`src/hdl/olar_pkg.sv`:
```
// Shared types, constants and microprogram for the ordered list block.
// Used by olar_seq and ordered_list_append_remove; depends on nothing else.
package olar_pkg;

    localparam int CAPACITY = 16;
    localparam int IDX_W    = $clog2(CAPACITY);
    localparam int CNT_W    = $clog2(CAPACITY + 1);
    localparam int COUNT_W  = 5;
    localparam int VALUE_W  = 32;

    localparam logic FUNC_APPEND = 1'b0;
    localparam logic FUNC_REMOVE = 1'b1;

    typedef enum logic [2:0] {
        ST_IDLE,
        ST_DISP,
        ST_SCAN,
        ST_SHIFT,
        ST_DONE
    } t_step;

    typedef enum logic [2:0] {
        C_NEVER,
        C_ACCEPT,
        C_FAIL_NOW,
        C_APPEND,
        C_HIT,
        C_SCAN_END,
        C_SHIFT_END,
        C_OUT_FREE
    } t_cond;

    typedef enum logic [3:0] {
        U_NOP,
        U_LATCH,
        U_FAIL,
        U_APPEND,
        U_STEP,
        U_MARK,
        U_MOVE,
        U_DEC_OK,
        U_EMIT
    } t_uop;

    // Three-way branch: first condition, then second, else fall through.
    typedef struct packed {
        t_cond cond_a;
        t_step tgt_a;
        t_uop  uop_a;
        t_cond cond_b;
        t_step tgt_b;
        t_uop  uop_b;
        t_step tgt_c;
        t_uop  uop_c;
    } t_uword;

    typedef struct packed {
        logic accept;
        logic fail_now;
        logic append;
        logic hit;
        logic scan_end;
        logic shift_end;
        logic out_free;
    } t_status;

    typedef struct packed {
        logic idle;
        t_uop uop;
    } t_ctrl;

    function automatic t_uword ucode(input t_step step);
        t_uword w;
        w = '{C_NEVER, ST_IDLE, U_NOP, C_NEVER, ST_IDLE, U_NOP, ST_IDLE, U_NOP};
        unique case (step)
            ST_IDLE:  w = '{C_ACCEPT,    ST_DISP,  U_LATCH,
                            C_NEVER,     ST_IDLE,  U_NOP,
                            ST_IDLE,     U_NOP};
            ST_DISP:  w = '{C_FAIL_NOW,  ST_DONE,  U_FAIL,
                            C_APPEND,    ST_DONE,  U_APPEND,
                            ST_SCAN,     U_STEP};
            ST_SCAN:  w = '{C_HIT,       ST_SHIFT, U_MARK,
                            C_SCAN_END,  ST_DONE,  U_FAIL,
                            ST_SCAN,     U_STEP};
            ST_SHIFT: w = '{C_SHIFT_END, ST_DONE,  U_DEC_OK,
                            C_NEVER,     ST_IDLE,  U_NOP,
                            ST_SHIFT,    U_MOVE};
            ST_DONE:  w = '{C_OUT_FREE,  ST_IDLE,  U_EMIT,
                            C_NEVER,     ST_IDLE,  U_NOP,
                            ST_DONE,     U_NOP};
            default:  w = '{C_NEVER, ST_IDLE, U_NOP, C_NEVER, ST_IDLE, U_NOP,
                            ST_IDLE, U_NOP};
        endcase
        return w;
    endfunction

    function automatic logic cond_true(input t_cond c, input t_status s);
        logic r;
        r = 1'b0;
        unique case (c)
            C_NEVER:     r = 1'b0;
            C_ACCEPT:    r = s.accept;
            C_FAIL_NOW:  r = s.fail_now;
            C_APPEND:    r = s.append;
            C_HIT:       r = s.hit;
            C_SCAN_END:  r = s.scan_end;
            C_SHIFT_END: r = s.shift_end;
            C_OUT_FREE:  r = s.out_free;
            default:     r = 1'b0;
        endcase
        return r;
    endfunction

endpackage

```
`src/hdl/olar_seq.sv`:
```
// Microcode sequencer: step register, control ROM lookup and branch select.
// Depends on olar_pkg for the microprogram and the status/control structs.
module olar_seq (
    input  logic             i_clk,
    input  logic             i_rst_n,
    input  olar_pkg::t_status i_status,
    output olar_pkg::t_ctrl   o_ctrl
);

    olar_pkg::t_step  r_step;
    olar_pkg::t_step  n_step;
    olar_pkg::t_uword uw;
    logic             take_a;
    logic             take_b;

    assign uw     = olar_pkg::ucode(r_step);
    assign take_a = olar_pkg::cond_true(uw.cond_a, i_status);
    assign take_b = olar_pkg::cond_true(uw.cond_b, i_status);

    always_ff @(posedge i_clk) begin
        if (!i_rst_n) begin
            r_step <= olar_pkg::ST_IDLE;
        end else begin
            r_step <= n_step;
        end
    end

    // next step
    always_comb begin
        priority if (take_a) begin
            n_step = uw.tgt_a;
        end else if (take_b) begin
            n_step = uw.tgt_b;
        end else begin
            n_step = uw.tgt_c;
        end
    end

    // control word to the datapath
    always_comb begin
        o_ctrl.idle = (r_step == olar_pkg::ST_IDLE);
        priority if (take_a) begin
            o_ctrl.uop = uw.uop_a;
        end else if (take_b) begin
            o_ctrl.uop = uw.uop_b;
        end else begin
            o_ctrl.uop = uw.uop_c;
        end
    end

endmodule

```
`src/hdl/ordered_list_append_remove.sv`:
```
// Ordered list of signed 32-bit values with append-at-tail and remove-first-match.
//
// Input channel: i_valid / o_stall carry one item (i_func, i_value). i_func selects
// append (value goes after the last entry) or remove (the entry nearest the head
// that equals value is deleted and later entries move up one place).
// Output channel: o_valid / i_stall carry one result per item: o_ok, o_count
// (entries held afterwards) and o_empty_res.
// Timing: an item is taken only while the sequencer sits in its idle step, one
// item at a time. An append or an empty/full fail goes straight to the done step.
// A remove reads one held entry per cycle until it hits, then moves each later
// entry up one place per cycle; a miss ends once every held entry has been read.
// A finished result sits in an output register, so the next item is accepted
// while it waits; if the receiver keeps i_stall high, the following result
// holds the sequencer in its done step until the register frees.
// Reset: synchronous, active low; the list comes up empty with no result pending.
// Entry RAM contents are not cleared; only entries below count are ever compared or moved.
module ordered_list_append_remove (
    input  logic                               i_clk,
    input  logic                               i_rst_n,
    input  logic                               i_valid,
    output logic                               o_stall,
    input  logic                               i_func,
    input  logic signed [olar_pkg::VALUE_W-1:0] i_value,
    output logic                               o_valid,
    input  logic                               i_stall,
    output logic                               o_ok,
    output logic [olar_pkg::COUNT_W-1:0]       o_count,
    output logic                               o_empty_res
);

    localparam int IDX_W = olar_pkg::IDX_W;
    localparam int CNT_W = olar_pkg::CNT_W;

    olar_pkg::t_status status;
    olar_pkg::t_ctrl   ctrl;

    logic [olar_pkg::VALUE_W-1:0] r_mem [olar_pkg::CAPACITY];
    logic [olar_pkg::VALUE_W-1:0] r_rdata;
    logic [olar_pkg::VALUE_W-1:0] r_value;
    logic                         r_func;
    logic [CNT_W-1:0]             r_count;
    logic [CNT_W-1:0]             r_ptr;
    logic [IDX_W-1:0]             r_wptr;
    logic                         r_ok;
    logic                         r_out_valid;
    logic                         r_out_ok;
    logic [olar_pkg::COUNT_W-1:0] r_out_count;
    logic                         r_out_empty;

    logic                         full;
    logic                         mem_we;
    logic [IDX_W-1:0]             mem_waddr;
    logic [olar_pkg::VALUE_W-1:0] mem_wdata;

    olar_seq u_seq (
        .i_clk    (i_clk),
        .i_rst_n  (i_rst_n),
        .i_status (status),
        .o_ctrl   (ctrl)
    );

    assign o_stall     = !ctrl.idle;
    assign o_valid     = r_out_valid;
    assign o_ok        = r_out_ok;
    assign o_count     = r_out_count;
    assign o_empty_res = r_out_empty;

    assign full = (r_count == CNT_W'(olar_pkg::CAPACITY));

    always_comb begin
        status.accept    = i_valid && ctrl.idle;
        status.fail_now  = ((r_func == olar_pkg::FUNC_APPEND) && full)
                        || ((r_func == olar_pkg::FUNC_REMOVE) && (r_count == '0));
        status.append    = (r_func == olar_pkg::FUNC_APPEND);
        status.hit       = (r_rdata == r_value);
        status.scan_end  = (r_ptr == r_count);
        status.shift_end = (({1'b0, r_wptr} + (IDX_W + 1)'(1)) == (IDX_W + 1)'(r_count));
        status.out_free  = !r_out_valid || !i_stall;
    end

    // RAM write: tail on append, move-up during compaction
    always_comb begin
        mem_we    = 1'b0;
        mem_waddr = r_count[IDX_W-1:0];
        mem_wdata = r_value;
        if (ctrl.uop == olar_pkg::U_APPEND) begin
            mem_we = 1'b1;
        end else if (ctrl.uop == olar_pkg::U_MOVE) begin
            mem_we    = 1'b1;
            mem_waddr = r_wptr;
            mem_wdata = r_rdata;
        end
    end

    always_ff @(posedge i_clk) begin
        if (mem_we) begin
            r_mem[mem_waddr] <= mem_wdata;
        end
        r_rdata <= r_mem[r_ptr[IDX_W-1:0]];
    end

    always_ff @(posedge i_clk) begin
        if (!i_rst_n) begin
            r_count     <= '0;
            r_out_valid <= 1'b0;
        end else begin
            if (ctrl.uop == olar_pkg::U_APPEND) begin
                r_count <= r_count + CNT_W'(1);
            end else if (ctrl.uop == olar_pkg::U_DEC_OK) begin
                r_count <= r_count - CNT_W'(1);
            end
            if (ctrl.uop == olar_pkg::U_EMIT) begin
                r_out_valid <= 1'b1;
            end else if (!i_stall) begin
                r_out_valid <= 1'b0;
            end
        end
    end

    always_ff @(posedge i_clk) begin
        unique case (ctrl.uop)
            olar_pkg::U_LATCH: begin
                r_func  <= i_func;
                r_value <= i_value;
                r_ptr   <= '0;
            end
            olar_pkg::U_FAIL: begin
                r_ok <= 1'b0;
            end
            olar_pkg::U_APPEND, olar_pkg::U_DEC_OK: begin
                r_ok <= 1'b1;
            end
            olar_pkg::U_STEP: begin
                r_ptr <= r_ptr + CNT_W'(1);
            end
            olar_pkg::U_MARK: begin
                // hit was the entry read last cycle
                r_wptr <= IDX_W'(r_ptr - CNT_W'(1));
                r_ptr  <= r_ptr + CNT_W'(1);
            end
            olar_pkg::U_MOVE: begin
                r_wptr <= r_wptr + IDX_W'(1);
                r_ptr  <= r_ptr + CNT_W'(1);
            end
            olar_pkg::U_EMIT: begin
                r_out_ok    <= r_ok;
                r_out_count <= olar_pkg::COUNT_W'(r_count);
                r_out_empty <= (r_count == '0);
            end
            default: begin
            end
        endcase
    end

endmodule
```
`config.mk`:
```
export PLATFORM = sky130hd
export DESIGN_NAME = ordered_list_append_remove
export DESIGN_NICKNAME = d
export VERILOG_FILES = /design/src/hdl/olar_pkg.sv /design/src/hdl/olar_seq.sv /design/src/hdl/ordered_list_append_remove.sv
export SDC_FILE = /design/constraint.sdc
export NUM_CORES = 1
export LEC_CHECK = 0
export ABC_CLOCK_PERIOD_IN_PS = 4950
export BUFFER_PORTS_ARGS = -buffer_cell sky130_fd_sc_hd__buf_2
export CAP_MARGIN = 20
export CORE_MARGIN = 4
export CORE_UTILIZATION = 55
export CTS_CLUSTER_SIZE = 24
export DETAILED_ROUTE_END_ITERATION = 10
export PLACE_DENSITY = 0.82
export SYNTH_ARGS = -nofsm -noshare
export SYNTH_HDL_FRONTEND = slang
export SYNTH_SLANG_ARGS = --single-unit
```
`constraint.sdc`:
```
create_clock -name i_clk -period 4.95 [get_ports i_clk]
set_clock_uncertainty 0.05 [all_clocks]
set_input_delay 0.99 -clock i_clk [delete_from_list [all_inputs] [get_ports i_clk]]
set_output_delay 0.99 -clock i_clk [all_outputs]
set_load 0.1 [all_outputs]
```
## Word-level counts from Yosys, hierarchy flattened

Memory sizes are Yosys's and may differ from the RTL's. A register that Yosys moved wholly into a read port is not among the register bits.
Index checks and enable logic that the tools add are counted.

- Bits in registers: 59
- Bits in writable memories: 512
- Bits of input ports: 37
- Output and inout port bits: 9
- Word-level logic and storage cells: 90
- Memories kept: 1

Memories:

| memory | words | width | read ports | clocked after memory_dff | write ports | line | source |
|---|---|---|---|---|---|---|---|
| r_mem | 16 | 32 | 1 | 1 | 1 | ordered_list_append_remove.sv:37 | `logic [olar_pkg::VALUE_W-1:0] r_mem [olar_pkg::CAPACITY];` |

- Add/sub/neg operators: 6
- Equality and inequality tests: 31
- Muxes and demuxes: 22
- Bitwise gates (word level): 1
- Reduce and logical (&&, ||, !) cells: 18

Operators by type and width:

| operator | count |
|---|---|
| $pmux 27 s5 | 1 |
| $mux 32 | 2 |
| $eq 32x32->1 | 1 |
| $eq 3x3->1 const B | 9 |
| $eq 3x2->1 const B | 6 |
| $eq 4x3->1 const B | 4 |
| $mux 4 | 4 |
| $pmux 1 s8 | 2 |
| $add 5x1->5 const B | 2 |
| $eq 5x5->1 | 2 |
| $mux 5 | 2 |
| $pmux 5 s2 | 1 |
| $eq 3x1->1 const B | 3 |
| $logic_not 3->1 | 3 |
| $eq 4x2->1 const B | 2 |
| $pmux 4 s2 | 1 |
| $reduce_bool 2->1 | 4 |
| $mux 1 | 6 |
| $mux 3 | 2 |
| $add 4x1->5 const B | 1 |
| $eq 5x5->1 const B | 1 |
| $logic_not 5->1 | 1 |
| $sub 5x1->5 const B | 1 |
| $add 4x1->4 const B | 1 |
| other kinds (11) | 16 |

## Depth between registers and ports, before layout

Gate-level depths: netlist (run 1).

- Depth in word-level cells: 11
- Gate-level depth with buffers: 10
- Gate-level depth less buffers: 10

## By module

Synthesis (run 1) repeated with hierarchy kept, for this count alone.

- Cell total of the unflattened synthesis: 1272
- Area total of the unflattened synthesis: 23717.7 um^2

By module, submodules not included:

| module | instances | cells each | area each (um^2) | seq. area each (um^2) |
|---|---|---|---|---|
| ordered_list_append_remove | 1 | 1227 | 23373.7 | 17636.9 |
| olar_seq | 1 | 45 | 344.1 | 60.1 |

## Worst setup path after synthesis (run 1)

OpenSTA, ideal clock, no wires.

- Path kind: register to register
- Start point: reg r_out_valid, in the netlist o_valid
- End point: mem r_mem[15][0] (netlist bit) (enable)
- Setup time: 421 ps
- Data arrival time: 3590 ps
- Required time: 4479 ps
- Setup slack: 889 ps
- Cell stages (with the launch flop): 8
- Clock period less this slack: 4061 ps
- Cells stage by stage: dfxtp_1 nand2_1 nand3_1 nand3_1 and4bb_2 buf_2 mux2_2 nor2_1

- Longest elaborated chain between the ends: 10

RTL lines:

| element | line | source |
|---|---|---|
| start: declaration | ordered_list_append_remove.sv:45 | `logic r_out_valid;` |
| start signal: assignment | ordered_list_append_remove.sv:105 | `r_out_valid <= 1'b0;` |
| start signal: assignment | ordered_list_append_remove.sv:113 | `r_out_valid <= 1'b1;` |
| start signal: assignment | ordered_list_append_remove.sv:115 | `r_out_valid <= 1'b0;` |
| $logic_not 1->1 (*) | ordered_list_append_remove.sv:78 | `status.out_free = !r_out_valid \|\| !i_stall;` |
| $logic_or 1x1->1 (*) | ordered_list_append_remove.sv:78 |  |
| $pmux 1 s8 | olar_pkg.sv:100 | `unique case (c)` |
| $mux 4 | olar_seq.sv:44 | `end else if (take_b) begin` |
| $mux 4 (*) | olar_seq.sv:42 | `priority if (take_a) begin` |
| $eq 4x3->1 | ordered_list_append_remove.sv:88 | `end else if (ctrl.uop == olar_pkg::U_MOVE) begin` |
| $mux 1 | ordered_list_append_remove.sv:88 |  |
| $mux 1 | ordered_list_append_remove.sv:86 | `if (ctrl.uop == olar_pkg::U_APPEND) begin` |
| $mux 1 | ordered_list_append_remove.sv:96 | `if (mem_we) begin` |
| $mux 1 (not written as such) | ordered_list_append_remove.sv:97 | `r_mem[mem_waddr] <= mem_wdata;` |
| end: declaration | ordered_list_append_remove.sv:37 |  |

Mark *: on every way between the ends. The rest lies on a longest branch, timed or not.

## Final worst setup path (run 1)

- Start point: reg u_seq.r_step[1]
- End point: mem r_mem[9][28] (netlist bit) (enable)

- Longest elaborated chain between the ends: 11

RTL lines:

| element | line | source |
|---|---|---|
| start: declaration | olar_seq.sv:10 | `olar_pkg::t_step r_step;` |
| start signal: assignment | olar_seq.sv:22 | `r_step <= olar_pkg::ST_IDLE;` |
| start signal: assignment | olar_seq.sv:24 | `r_step <= n_step;` |
| $eq 3x3->1, or another cell as far along | olar_pkg.sv:75 | `unique case (step)` |
| $pmux 27 s5 | olar_pkg.sv:75 |  |
| $eq 3x3->1, or another cell as far along | olar_pkg.sv:100 |  |
| $pmux 1 s8 | olar_pkg.sv:100 |  |
| $mux 4 | olar_seq.sv:44 |  |
| $mux 4 (*) | olar_seq.sv:42 |  |
| $eq 4x3->1 | ordered_list_append_remove.sv:88 |  |
| $mux 1 | ordered_list_append_remove.sv:88 |  |
| $mux 1 | ordered_list_append_remove.sv:86 |  |
| $mux 1 | ordered_list_append_remove.sv:96 |  |
| $mux 1 (not written as such) | ordered_list_append_remove.sv:97 |  |

Marks and branches as above.

==> results of run 1 <==
==> layout by cell type (no fill, tap or decap), types with 8 or more instances in the layout <==
cell type  synthesis  layout
buf_4              3      20
nand3_1           13      13
xor2_1            13      13
clkinv_2           0      16
nand4_1           12      12
mux2_1            33      33
clkbuf_16          0      58
dfxtp_1           41      41
buf_2             16      45
nand2_1           11      11
inv_1              9       8
clkbuf_1          21      16
mux4_2           160     160
nor2_4             0      16
edfxtp_1         562     562
nor2_1            24       8
xnor2_1           41      41
a21oi_1           10      10
==> per-stage QoR <==
stage	setup slack, ns	hold slack, ns	std cells	cell area (sq um)	util
6_report	0.553	0.377	1717	26200	0.625
3_5_place_dp	0.812	0.362	1609	24400	0.581
3_3_place_gp	0.834	0.353	1609	24400	0.581
4_1_cts	0.694	0.378	1715	26200	0.625
2_1_floorplan	0.889	0.350	1052	23300	-
5_1_grt	0.331	0.392	1716	26200	0.625
==> power breakdown <==
group / total, W / internal, W / leakage [nW] / switching [W]
clock: 0.00424 / 0.00238 / 0.903 / 0.00187
combinational: 0.00386 / 0.00172 / 1.92 / 0.00214
sequential: 0.00654 / 0.00627 / 5.42 / 0.000273
==> worst paths after layout <==
| path | to | slack [ns] | depth (start not counted) |
|---|---|---|---|
| setup / recovery | r_mem[9][28] | 0.55 | 8 |
| hold / removal | o_ok | 0.38 | 0 |
| setup reg to reg | r_mem[9][28] | 0.55 | 8 |
| hold reg to reg | o_ok | 0.38 | 0 |
==> final cells by class <==
cell class                 count  area share
antenna                        1   0.0000954
clock buffer                  77      0.0592
clock inverter                29      0.0106
inverter                      10     0.00143
multi-input combinational    388       0.210
sequential                   603       0.675
tap                          539      0.0257
timing repair buffer          70      0.0181
==> synthesized netlist by cell type, drive strengths merged, types with 2 or more instances <==
cell    number  area share
nand3b       4      0.0013
and2         2     0.00064
a21oi       10      0.0021
mux2        34       0.016
nor3b        2     0.00086
ha           6      0.0032
nand2       12      0.0020
edfxtp     562        0.72
a32oi        3      0.0011
and3         2     0.00054
xnor2       41       0.015
xor2        13      0.0049
nand2b       3     0.00080
a21o         2     0.00064
nor4         4      0.0020
o21ai        2     0.00043
nand3       13      0.0028
buf         30      0.0065
dfxtp       41       0.035
nor3         4      0.0011
a21boi       3     0.00096
o31ai        2     0.00064
nor2        29      0.0052
clkbuf      21      0.0034
nand4       13      0.0038
mux4       160        0.15
mux2i        4      0.0017
nor2b        5      0.0013
inv         10      0.0016
==> layer usage <==
layer,track usage,up-vias
li1,-,4527
met1,0.309,5776
met2,0.361,689
met3,0.0527,122
met4,0.0914,0
met5,0,-
==> cell families (layout without fill, tap and decap cells) <==
logic type	count (synthesis)	count (layout)
simple gates	99	99
other cells	0	1
fa+ha+maj	7	7
compound gates	30	30
flops	603	603
xor+xnor	54	54
mux	198	198
buf+inv	61	186
==> critical path: cells and delay by family, from the launching register on <==
kind / cells / cell delay, ns
buffers and inverters: 1 / 0.41
flip-flops: 1 / 0.46
multiplexers: 1 / 0.38
AND/OR/NAND/NOR: 6 / 2.74
==> flip-flops by register name, indices dropped and copies added (netlist names) <==
name,cells
r_mem,512
r_rdata,32
r_value,32
o_count,5
r_count,5
r_ptr,5
r_wptr,4
u_seq.r_step,3
o_empty_res,1
o_ok,1
o_valid,1
r_func,1
r_ok,1
==> results.md, run 1 <==
Setup path:
- The launching element type of the critical path is a flop.
- For this design, the slowest cell found on the critical path is nor2_4.
- The critical path starts at u_seq.r_step[1].
- STA puts the critical path data arrival time at approximately 4.6 ns.
- The startpoint of the worst-slack reg-to-reg timing path is u_seq.r_step[1].
- The critical path goes through nor3b_2 > nand4_1 > nor4_1 > nand3_1 > and4bb_2 > mux2i_1 > nor2_4 > buf_4.
- The classification of the worst setup path is flop to flop.
- The data required time at the worst endpoint is 5.18 ns.
- The endpoint class of the critical path is a flop.
- Of all nets on the critical path, the largest fanout is 20.
- For this run, the slowest stage of the critical path takes 0.87 ns.

Synthesis:
- The arithmetic-cell share of the synthesized area counting full adders, half adders and majority gates is 0.00407.
- The number of nets in the synthesized netlist is 1096.
- The post-synthesis sequential element count is 603.
- The post-synthesis compound-gate area fraction is 0.00879.
- The mapped netlist covers about 23000 sq um.
- The number of synthesized flops with an enable pin is 562.
- In the synthesized netlist the async set-or-reset flop fraction comes to 0.
- In the synthesized netlist the dominant register cell turns out to be edfxtp_1.
- The xor-xnor portion of the synthesized cell area is 0.0203.
- The synthesized netlist cell count is 1052.
- The synthesized area divided by synthesized cell count is 22.2 sq um.
- The register area share after synthesis is 0.758.
- The number of unique standard cell types used by synthesis is 57.
- For this run, the number of Yosys warnings is 0.
- The mux contribution to synthesized area is 0.172.
- Of the total synthesized cell area, the portion taken by AND, OR, NAND and NOR gates is 0.0249.
- By area, the combinational part of the netlist is dominated by multiplexers.

Placement:
- The last weighted congestion value of the routability-driven placer is between 0.8 and 0.9.
- Detailed placement ended at an HPWL of between 20 and 30 mm.
- Port buffering added 45 buffers.

STA:
- Timing would allow up to 227 MHz.
- The count of pins over their slew limit is 0.
- The post-route setup TNS is 0 ns.
- Headroom to the max-slew limit came out at 0.240.
- The setup-violating endpoint count in the final report is 0.
- The final hold violation count is 0.
- The slew at the pin closest to its max-slew limit is about 1.1 ns.
- Setup repair after global routing left no endpoint under its margin.
- The share of the cycle needed by the critical path after routing is 0.888.
- The shortest clock period the worst path allows after layout is 4.40 ns.

Run:
- The number of max-cap violations is 0.

Min path:
- The worst hold path begins at r_ok.
- The tightest min-delay check is of the flop to flop type.

GRT:
- The via count of the first global-routing pass is 11.4k.
- In the global route stage, overall resource usage came out at 0.226.
- The first-pass GRT wire length is 76.2 mm.
- Entering global routing, the biggest net connects 133 pins.
- The number of antenna violations at the first check in global routing is 0.
- The remaining global-route overflow is 0.

Floorplan:
- The area of the die is 45800 sq um.
- The area of the core is 41900 sq um.
- The x dimension of the die is 214 microns.
- The height of the die is 214 microns.
- The site row count is 75.
- The initial core utilization is 0.557.
- For this design the top-level I/O count stands at 46.

Final layout:
- The area growth from synthesis to layout is 12.3%.
- The share of layout cells above drive strength 1 is 0.299.
- The fill cell total of the finished layout is ~2.6k.
- The area of all sequential standard cells is 17700 sq um.
- The net count of the finished layout is 1174.
- Summing all multi-input logic gate instances after layout gives 5500 sq um.

Clocking:
- In this run, post-CTS repair resized a total of 0 instances.
- TritonCTS built the clock tree.
- The clock net in this run drives a total of roughly 600 sinks.
- Clock-pin slew was measured on the worst setup and hold paths at 0.07 ns.
- The clock tree root buffer cell is clkbuf_16.
- In this run the deepest clock path goes through 3 buffers.
- The post-CTS setup buffer count is 0.
- The count of hold-fix buffers inserted at cts is 0.
- Buffers inserted during clock tree synthesis total 57.
- The clock latency on the worst-skew pair is 0.64 ns.
- The H-tree depth is 2.

Detailed routing:
- The highest layer touched by signal routing is met4.
- The total wire length after detailed routing is 51.3 mm.
- The detailed router put a total of 19.2 mm of wire on met1.
- The detail route stage leaves a number of antenna-violating nets equal to 0.
- The length of routed met3 wiring is 5.00 mm.
- The first detailed-routing pass ran for 5 iterations.
- The via density per instance is 6.47.
- The first routing iteration left ~1.4k violations.
- The wire length on met2 is approximately 25 mm.
- The final route contains 11.1k vias.
- Dividing the detail-routed wire length by the instance count gives 29.9 microns.
- After detailed routing, the number of remaining DRC violations is 0.

Power and ir drop:
- Overall power consumption after layout is estimated at ~0.015 W.
- For this design the static power due to leakage is 8.25 nW.
- The worst-case vdd ir drop is roughly 0.64 mV.
- The power density of the placed cells is 558 nW/um^2.

Status:
- The run finished with clean final reports.
(Power assumes the default switching activity.)
==> run 2, diff against run 1 <==
ABC_CLOCK_PERIOD_IN_PS = 5500   (was 4950)
PLACE_DENSITY = 0.69   (was 0.82)
clock period = 5.5 ns   (was 4.95 ns; I/O delays follow)
==> run 2 against run 1 <==
  * Die area unchanged
  * Non-clock buffer count increased by 1
  * Critical endpoint is now r_mem[3][16]
  * Highest routed layer unchanged
  * Combinational power decreased by 11%
  * Clock power decreased by 4%
  * Worst setup slack improved by 0.93 ns
==> results.md, run 2 (same netlist as run 1, synthesis figures left out) <==
Status:
- The flow ran to the end, and the final reports show no timing, DRC or antenna violations.

Clocking:
- The number of clock sinks was 603 (unchanged).
- The clock tree from TritonCTS is yes.
- The number of gates given a new drive strength after cts is 0 (unchanged).
- The post-CTS setup buffer count came to 0 (unchanged).
- The H-tree depth was 2 (unchanged).
- The total clock buffers created by CTS is 58 (+1.8%).
- The clock latency on the worst-skew pair came to 0.60 ns (-0.04 ns).
- The count of hold-fix buffers inserted at cts is 0 (unchanged).
- The clock tree buffer depth is 3 (unchanged).
- The clock-pin slew of the registers on the worst-case setup and hold paths is 0.06 ns (about the same).
- The clock tree root buffer cell is clkbuf_16.

Setup path:
- The critical path is of the flop to flop type.
- The arrival time at the worst endpoint came to 4.26 ns (-0.37 ns).
- The endpoint class of the critical path is a flop.
- The peak fanout along the critical path is 22 (+10%).
- The data required time at the worst endpoint was 5.75 ns (+0.57 ns).
- The launching element type of the critical path is a flop.

STA:
- The worst slew margin relative to its limit is 0.318 (+0.0778).
- The share of the cycle needed by the critical path after routing is 0.729 (-0.159).
- Setup repair after global routing left no endpoint under its margin.
- The post-route setup TNS was 0 ns (unchanged).
- The slew at the pin closest to its max-slew limit is 1.02 ns (-0.117 ns).
- The final hold violation count is 0 (unchanged).
- The count of pins over their slew limit is 0 (unchanged).
- The shortest clock period the worst path allows after layout was 4.01 ns (-0.385 ns).
- The highest attainable clock frequency was 249 MHz (+9.6%).
- The setup-violating endpoint count in the final report is 0 (unchanged).

Floorplan:
- The area of the core is 41900 sq um (unchanged).
- The x dimension of the die was 214 microns (unchanged).
- The height of the die came to 214 microns (unchanged).
- The number of top-level pins was 46 (unchanged).
- The area of the die is 45800 sq um (unchanged).
- The initial core utilization is 0.557 (unchanged).
- The site row count came to 75 (unchanged).

Min path:
- The class of the tightest hold or removal check is flop to flop.

Detailed routing:
- The first-pass detailed-route iteration total is 5 (unchanged).
- The count of routing violations after the opening detailed-route iteration is 1247 (-8.1%).
- The number of remaining DRC errors came to 0 (unchanged).
- The routed length on met1 is 20.9 mm (+8.9%).
- The total wire length after detailed routing was 48.6 mm (-5.4%).
- The via density per instance was 6.24 (-3.5%).
- The number of vias in the routed layout is 10.7k (-3.3%).
- The average wire length per cell after detail routing was 28.2 microns (-5.6%).
- The wire length on met2 is 23.8 mm (-5.2%).
- The length of routed met3 wiring is 2.95 mm (-41%).
- The remaining antenna violation count after routing is 0 (unchanged).
- The highest metal layer with signal wires is met4.

Power and ir drop:
- The leakage power figure was 8.33 nW (+0.99%).
- The worst-case vdd ir drop was 0.389 mV (-39%).
- The power density of the placed cells is 506 nW/um^2 (-9.3%).

Final layout:
- The count of placed standard cells in the final layout, fillers left out is 1721 (+0.23%).
- The commonest non-fill, non-tap cell in the layout is edfxtp_1.
- The largest registers in the layout are r_mem x512, r_rdata x32, r_value x32.
- The final non-filler cell area was 26400 sq um (+0.68%).
- The number of diodes is 0 (-1).
- The flip-flop count of the largest register after layout came to 512 (unchanged).
- The fill cell total of the finished layout is 2731 (+5.1%).
- Compared with the post-synthesis result, the final layout area differs by 13.1%.
- The number of nets in the layout is 1176 (+0.17%).
- The top cell types in the final layout, fill and taps aside, are 562 x edfxtp_1, 160 x mux4_2, 61 x clkbuf_16, 45 x buf_2.
- More flip-flops sit in one register than any other, and that register is r_mem.
- The share of layout cells above drive strength 1 is 0.307 (+0.00804).

Run:
- The number of max-cap violations is 0 (unchanged).

GRT:
- The first-pass GRT wire length is 73.5 mm (-3.5%).
- The remaining global-route overflow came to 0 (unchanged).
- The largest net degree at the start of global routing was 134 (+0.75%).
- The via count of the first global-routing pass is 11.1k (-2.6%).
- The number of antenna violations at the first check in global routing is 0 (unchanged).
- The overall global routing resource usage is 0.216 (-0.0104).

Placement:
- The instance area at placement is 24400 sq um (+0.22%).
- The final HPWL from detailed placement is 27.6 mm (+1.6%).
- The count of buffers inserted at the top-level ports is 45 (unchanged).
- The last weighted congestion value of the routability-driven placer is 0.762 (-7.1%).
- The cell count after placement came to 1611 (+0.12%).
==> run 2: cell types whose count changed in the layout (fill, tap and decap cells not counted), sizes merged <==
cell / previous run / this run
buf: 70 / 71
clkinvlp: 1 / 5
bufinv: 3 / 7
inv: 13 / 10
clkbuf: 77 / 73
diode: 1 / 0
clkinv: 22 / 25
==> run 2: cell type report <==
class	instances	area, sq um	share of cell area
clock inverter	37	369	0.0140
inverter	10	37.5	0.00142
tap	539	674	0.0255
multi-input combinational	388	5500	0.208
timing repair buffer	71	508	0.0192
sequential	603	17700	0.670
clock buffer	73	1610	0.0610
==> run 2: metrics by stage <==
| step | worst slack, ns | hold WS, ns | util | total power [W] |
|---|---|---|---|---|
| 3_3_place_gp | 1.61 | 0.355 | 0.582 | 0.00941 |
| 5_1_grt | 1.29 | 0.404 | 0.629 | 0.0140 |
| 4_1_cts | 1.52 | 0.387 | 0.629 | 0.0135 |
| 2_1_floorplan | 1.35 | 0.350 | - | 0.00849 |
| 6_report | 1.49 | 0.386 | 0.629 | 0.0134 |
| 3_5_place_dp | 1.54 | 0.372 | 0.582 | 0.00947 |
==> run 2: report_power, final <==
part / switching, W / total, W / internal, W / leakage (nW)
clock network: 0.00166 / 0.00406 / 0.00240 / 0.973
logic: 0.00190 / 0.00344 / 0.00155 / 1.94
registers: 0.000230 / 0.00587 / 0.00564 / 5.42
total: 0.00378 / 0.0134 / 0.00959 / 8.33
==> run 2: critical path, stage by stage (launching register included) <==
cell and delay [ns]:
edfxtp_1 0.47, xnor2_1 0.47, nand4_1 0.36, nor4_2 0.37
nand3_1 0.20, and4bb_2 0.37, a32oi_1 0.79, nor2_4 0.24
buf_4 0.36
==> run 2: worst paths after layout <==
path | from | end | slack (ns) | depth (start not counted)
max | r_value[13] | r_mem[3][16] | 1.49 | 8
min reg2reg | r_ok | o_ok | 0.39 | 0
max reg2reg | r_value[13] | r_mem[3][16] | 1.49 | 8
min | r_ok | o_ok | 0.39 | 0
==> run 2: metal layers <==
layer,vias up,global-route usage
li1,4544,-
met2,393,0.346
met4,0,0.0536
met3,67,0.0354
met5,-,0
met1,5741,0.319
==> run 3, diff against run 2 <==
ABC_CLOCK_PERIOD_IN_PS = 3600   (was 5500)
PLACE_DENSITY = 0.72   (was 0.69)
clock period = 3.6 ns   (was 5.5 ns; I/O delays follow)
==> run 3 against run 2 <==
  * Die area is the same
  * Sequential share of layout area shrank 0.86 points
  * Largest power group unchanged
  * Cell area grew 1.3%
  * Sequential power grew 52%
  * Critical endpoint is now r_mem[2][15]
  * Largest cell class unchanged
==> results.md, run 3 (same netlist as run 1, synthesis figures left out) <==
Final layout:
- Leaving out fill and tap cells, the most frequent cell in the layout is edfxtp_1.
- The area of all sequential standard cells is 17700 sq um (unchanged).
- The share of layout cells above drive strength 1 came to 0.314 (+0.00720).
- Counting flops per register, the top entry is r_mem.
- The number of diodes is 0 (unchanged).
- The fill cell total of the finished layout was 2678 (-1.9%).
- The largest registers in the layout are r_mem x512, r_rdata x32, r_value x32.
- The area used by multi-input combinational logic was 5500 sq um (unchanged).
- The flip-flop count of the largest register after layout is 512 (unchanged).
- The number of nets in the layout is 1203 (+2.3%).
- The top cell types in the final layout, fill and taps aside, are 562 x edfxtp_1, 160 x mux4_2, 61 x clkbuf_16, 45 x buf_2.
- The area growth from synthesis to layout is 14.5%.

Setup path:
- The classification of the worst setup path is flop to flop.
- The arrival time at the worst endpoint came to 3.71 ns (-0.55 ns).
- The data required time at the worst endpoint was 3.88 ns (-1.87 ns).
- The cell count of the worst reg-to-reg path is 8 (unchanged).
- The register-to-register setup slack was 0.17 ns (-1.32 ns).
- The worst setup path is captured at a flop.
- The worst setup path is launched from a flop.
- The peak fanout along the critical path is 15 (-32%).
- The end of the worst register-to-register path is r_mem[2][15].
- In this run the critical register-to-register path is launched from r_value[2].

Power and ir drop:
- The leakage power figure came to 8.49 nW (+1.9%).
- The worst-case vdd ir drop is 0.466 mV (+20%).
- The power density of the placed cells came to 759 nW/um^2 (+50%).

Floorplan:
- The area of the die was 45800 sq um (unchanged).
- The height of the die is 214 microns (unchanged).
- The x dimension of the die came to 214 microns (unchanged).
- The site row count came to 75 (unchanged).
- The number of top-level pins is 46 (unchanged).
- The initial core utilization is 0.557 (unchanged).
- The area of the core came to 41900 sq um (unchanged).

GRT:
- The via count of the first global-routing pass is 11.3k (+2.1%).
- The overall global routing resource usage is 0.226 (+0.0105).
- The remaining global-route overflow is 0 (unchanged).
- The first-pass GRT wire length is 76.0 mm (+3.4%).
- The number of antenna violations at the first check in global routing is 0 (unchanged).
- The largest net degree at the start of global routing is 133 (-0.75%).

STA:
- The highest attainable clock frequency came to 292 MHz (+17%).
- The setup-violating endpoint count in the final report is 0 (unchanged).
- The worst slew margin relative to its limit is 0.347 (+0.0289).
- The final hold violation count is 0 (unchanged).
- Setup repair after global routing left no endpoint under its margin.
- The slew at the pin closest to its max-slew limit is 0.979 ns (-0.0433 ns).
- The shortest clock period the worst path allows after layout is 3.43 ns (-0.582 ns).
- The post-route setup TNS came to 0 ns (unchanged).
- The count of pins over their slew limit came to 0 (unchanged).
- The share of the cycle needed by the critical path after routing is 0.953 (+0.223).
- The minimum hold slack is 0.244 ns (-0.142 ns).

Detailed routing:
- The number of vias in the routed layout came to 11.1k (+3.3%).
- The count of routing violations after the opening detailed-route iteration is 1288 (+3.3%).
- The first-pass detailed-route iteration total is 7 (+2).
- The length of routed met3 wiring is 4.33 mm (+47%).
- The via density per instance is 6.35 (+1.7%).
- The highest metal layer with signal wires is met5.
- The total wire length after detailed routing is 51.1 mm (+5.3%).
- The average wire length per cell after detail routing is 29.3 microns (+3.6%).
- The number of remaining DRC errors was 0 (unchanged).
- The routed length on met1 was 20.8 mm (-0.22%).
- The remaining antenna violation count after routing is 0 (unchanged).
- The wire length on met2 is 25.1 mm (+5.6%).

Clocking:
- The clock tree buffer depth is 3 (unchanged).
- The H-tree depth is 2 (unchanged).
- The number of clock sinks is 603 (unchanged).
- The clock-pin slew of the registers on the worst-case setup and hold paths came to 0.06 ns (about the same).
- The root buffer cell chosen for the clock tree is clkbuf_16.
- The clock tree from TritonCTS is yes.
- The number of gates given a new drive strength after cts is 0 (unchanged).
- The post-CTS setup buffer count is 0 (unchanged).
- The clock latency on the worst-skew pair is 0.61 ns (about the same).
- The count of hold-fix buffers inserted at cts is 0 (unchanged).
- The total clock buffers created by CTS was 58 (unchanged).

Status:
- The flow ran to the end, and the final reports show no timing, DRC or antenna violations.

Min path:
- The path with the worst hold slack has its endpoint at r_func.
- The worst hold path belongs to the class input pin to flop.
- The beginning of the worst hold path is i_func.
- The cell depth of the worst min-delay path is 1 (+1).

Placement:
- The last weighted congestion value of the routability-driven placer is 0.812 (+6.6%).
- The final HPWL from detailed placement is 27.6 mm (+0.23%).
- The count of buffers inserted at the top-level ports came to 45 (unchanged).

Run:
- The number of max-cap violations is 0 (unchanged).
[run 3: changes by cell type in the layout (fill, tap and decap cells not counted)]
cell / before / now
bufinv_16: 7 / 4
clkinv_2: 18 / 12
clkinvlp_4: 5 / 0
clkinv_1: 6 / 8
clkbuf_8: 4 / 9
buf_12: 7 / 23
buf_4: 19 / 30
clkbuf_1: 8 / 16
clkinv_4: 1 / 0
[run 3: critical path: stages, from the launching register on]
cell	delay [ns]
edfxtp_1	0.40
xnor2_1	0.39
nand4_1	0.23
nor4_2	0.32
nand3_1	0.24
and4bb_2	0.39
mux2i_1	0.73
nor2_4	0.10
buf_4	0.27
[run 3: power breakdown]
group,leakage (nW),internal (W),switching [W]
combinational,2.12,0.00244,0.00289
clock,0.951,0.00356,0.00248
sequential,5.42,0.00862,0.000323
[run 3: how the worst max path moves through the flow]
stage | from | to | slack (ns) | depth (start not counted)
after CTS | r_value[22] | r_mem[2][15] | 0.17 | 8
after global routing | r_value[2] | r_mem[2][20] | 0.07 | 8
after floorplan | o_valid | r_mem[15][0] | -0.46 | 7
after detailed placement | r_value[22] | r_mem[2][23] | 0.19 | 8
final | r_value[2] | r_mem[2][15] | 0.17 | 8
after global placement | r_value[22] | r_mem[2][20] | 0.20 | 8
[run 3: final cells by class]
| cell class | count | area share |
|---|---|---|
| multi-input cells | 388 | 0.206 |
| flip-flops and latches | 603 | 0.662 |
| repair buffers | 98 | 0.0341 |
| clock buffers | 86 | 0.0640 |
| inverters | 10 | 0.00140 |
| well taps | 539 | 0.0252 |
| clock inverters | 24 | 0.00786 |
[run 3: stage by stage]
stage	std cells	utilization	instance area, sq um	total power [W]	setup slack (ns)
finish	1748	0.637	26700	0.0203	0.169
global route	1748	0.637	26700	0.0212	0.0677
CTS	1748	0.637	26700	0.0205	0.172
detailed placement	1638	0.592	24800	0.0145	0.193
global placement	1638	0.592	24800	0.0144	0.197
floorplan	1052	-	23400	0.0130	-0.461
[run 3: per-layer routing]
metal / global-route usage / vias up
met4: 0.0478 / 2
li1: - / 4590
met5: 0.0146 / -
met3: 0.0476 / 71
met2: 0.362 / 519
met1: 0.331 / 5921
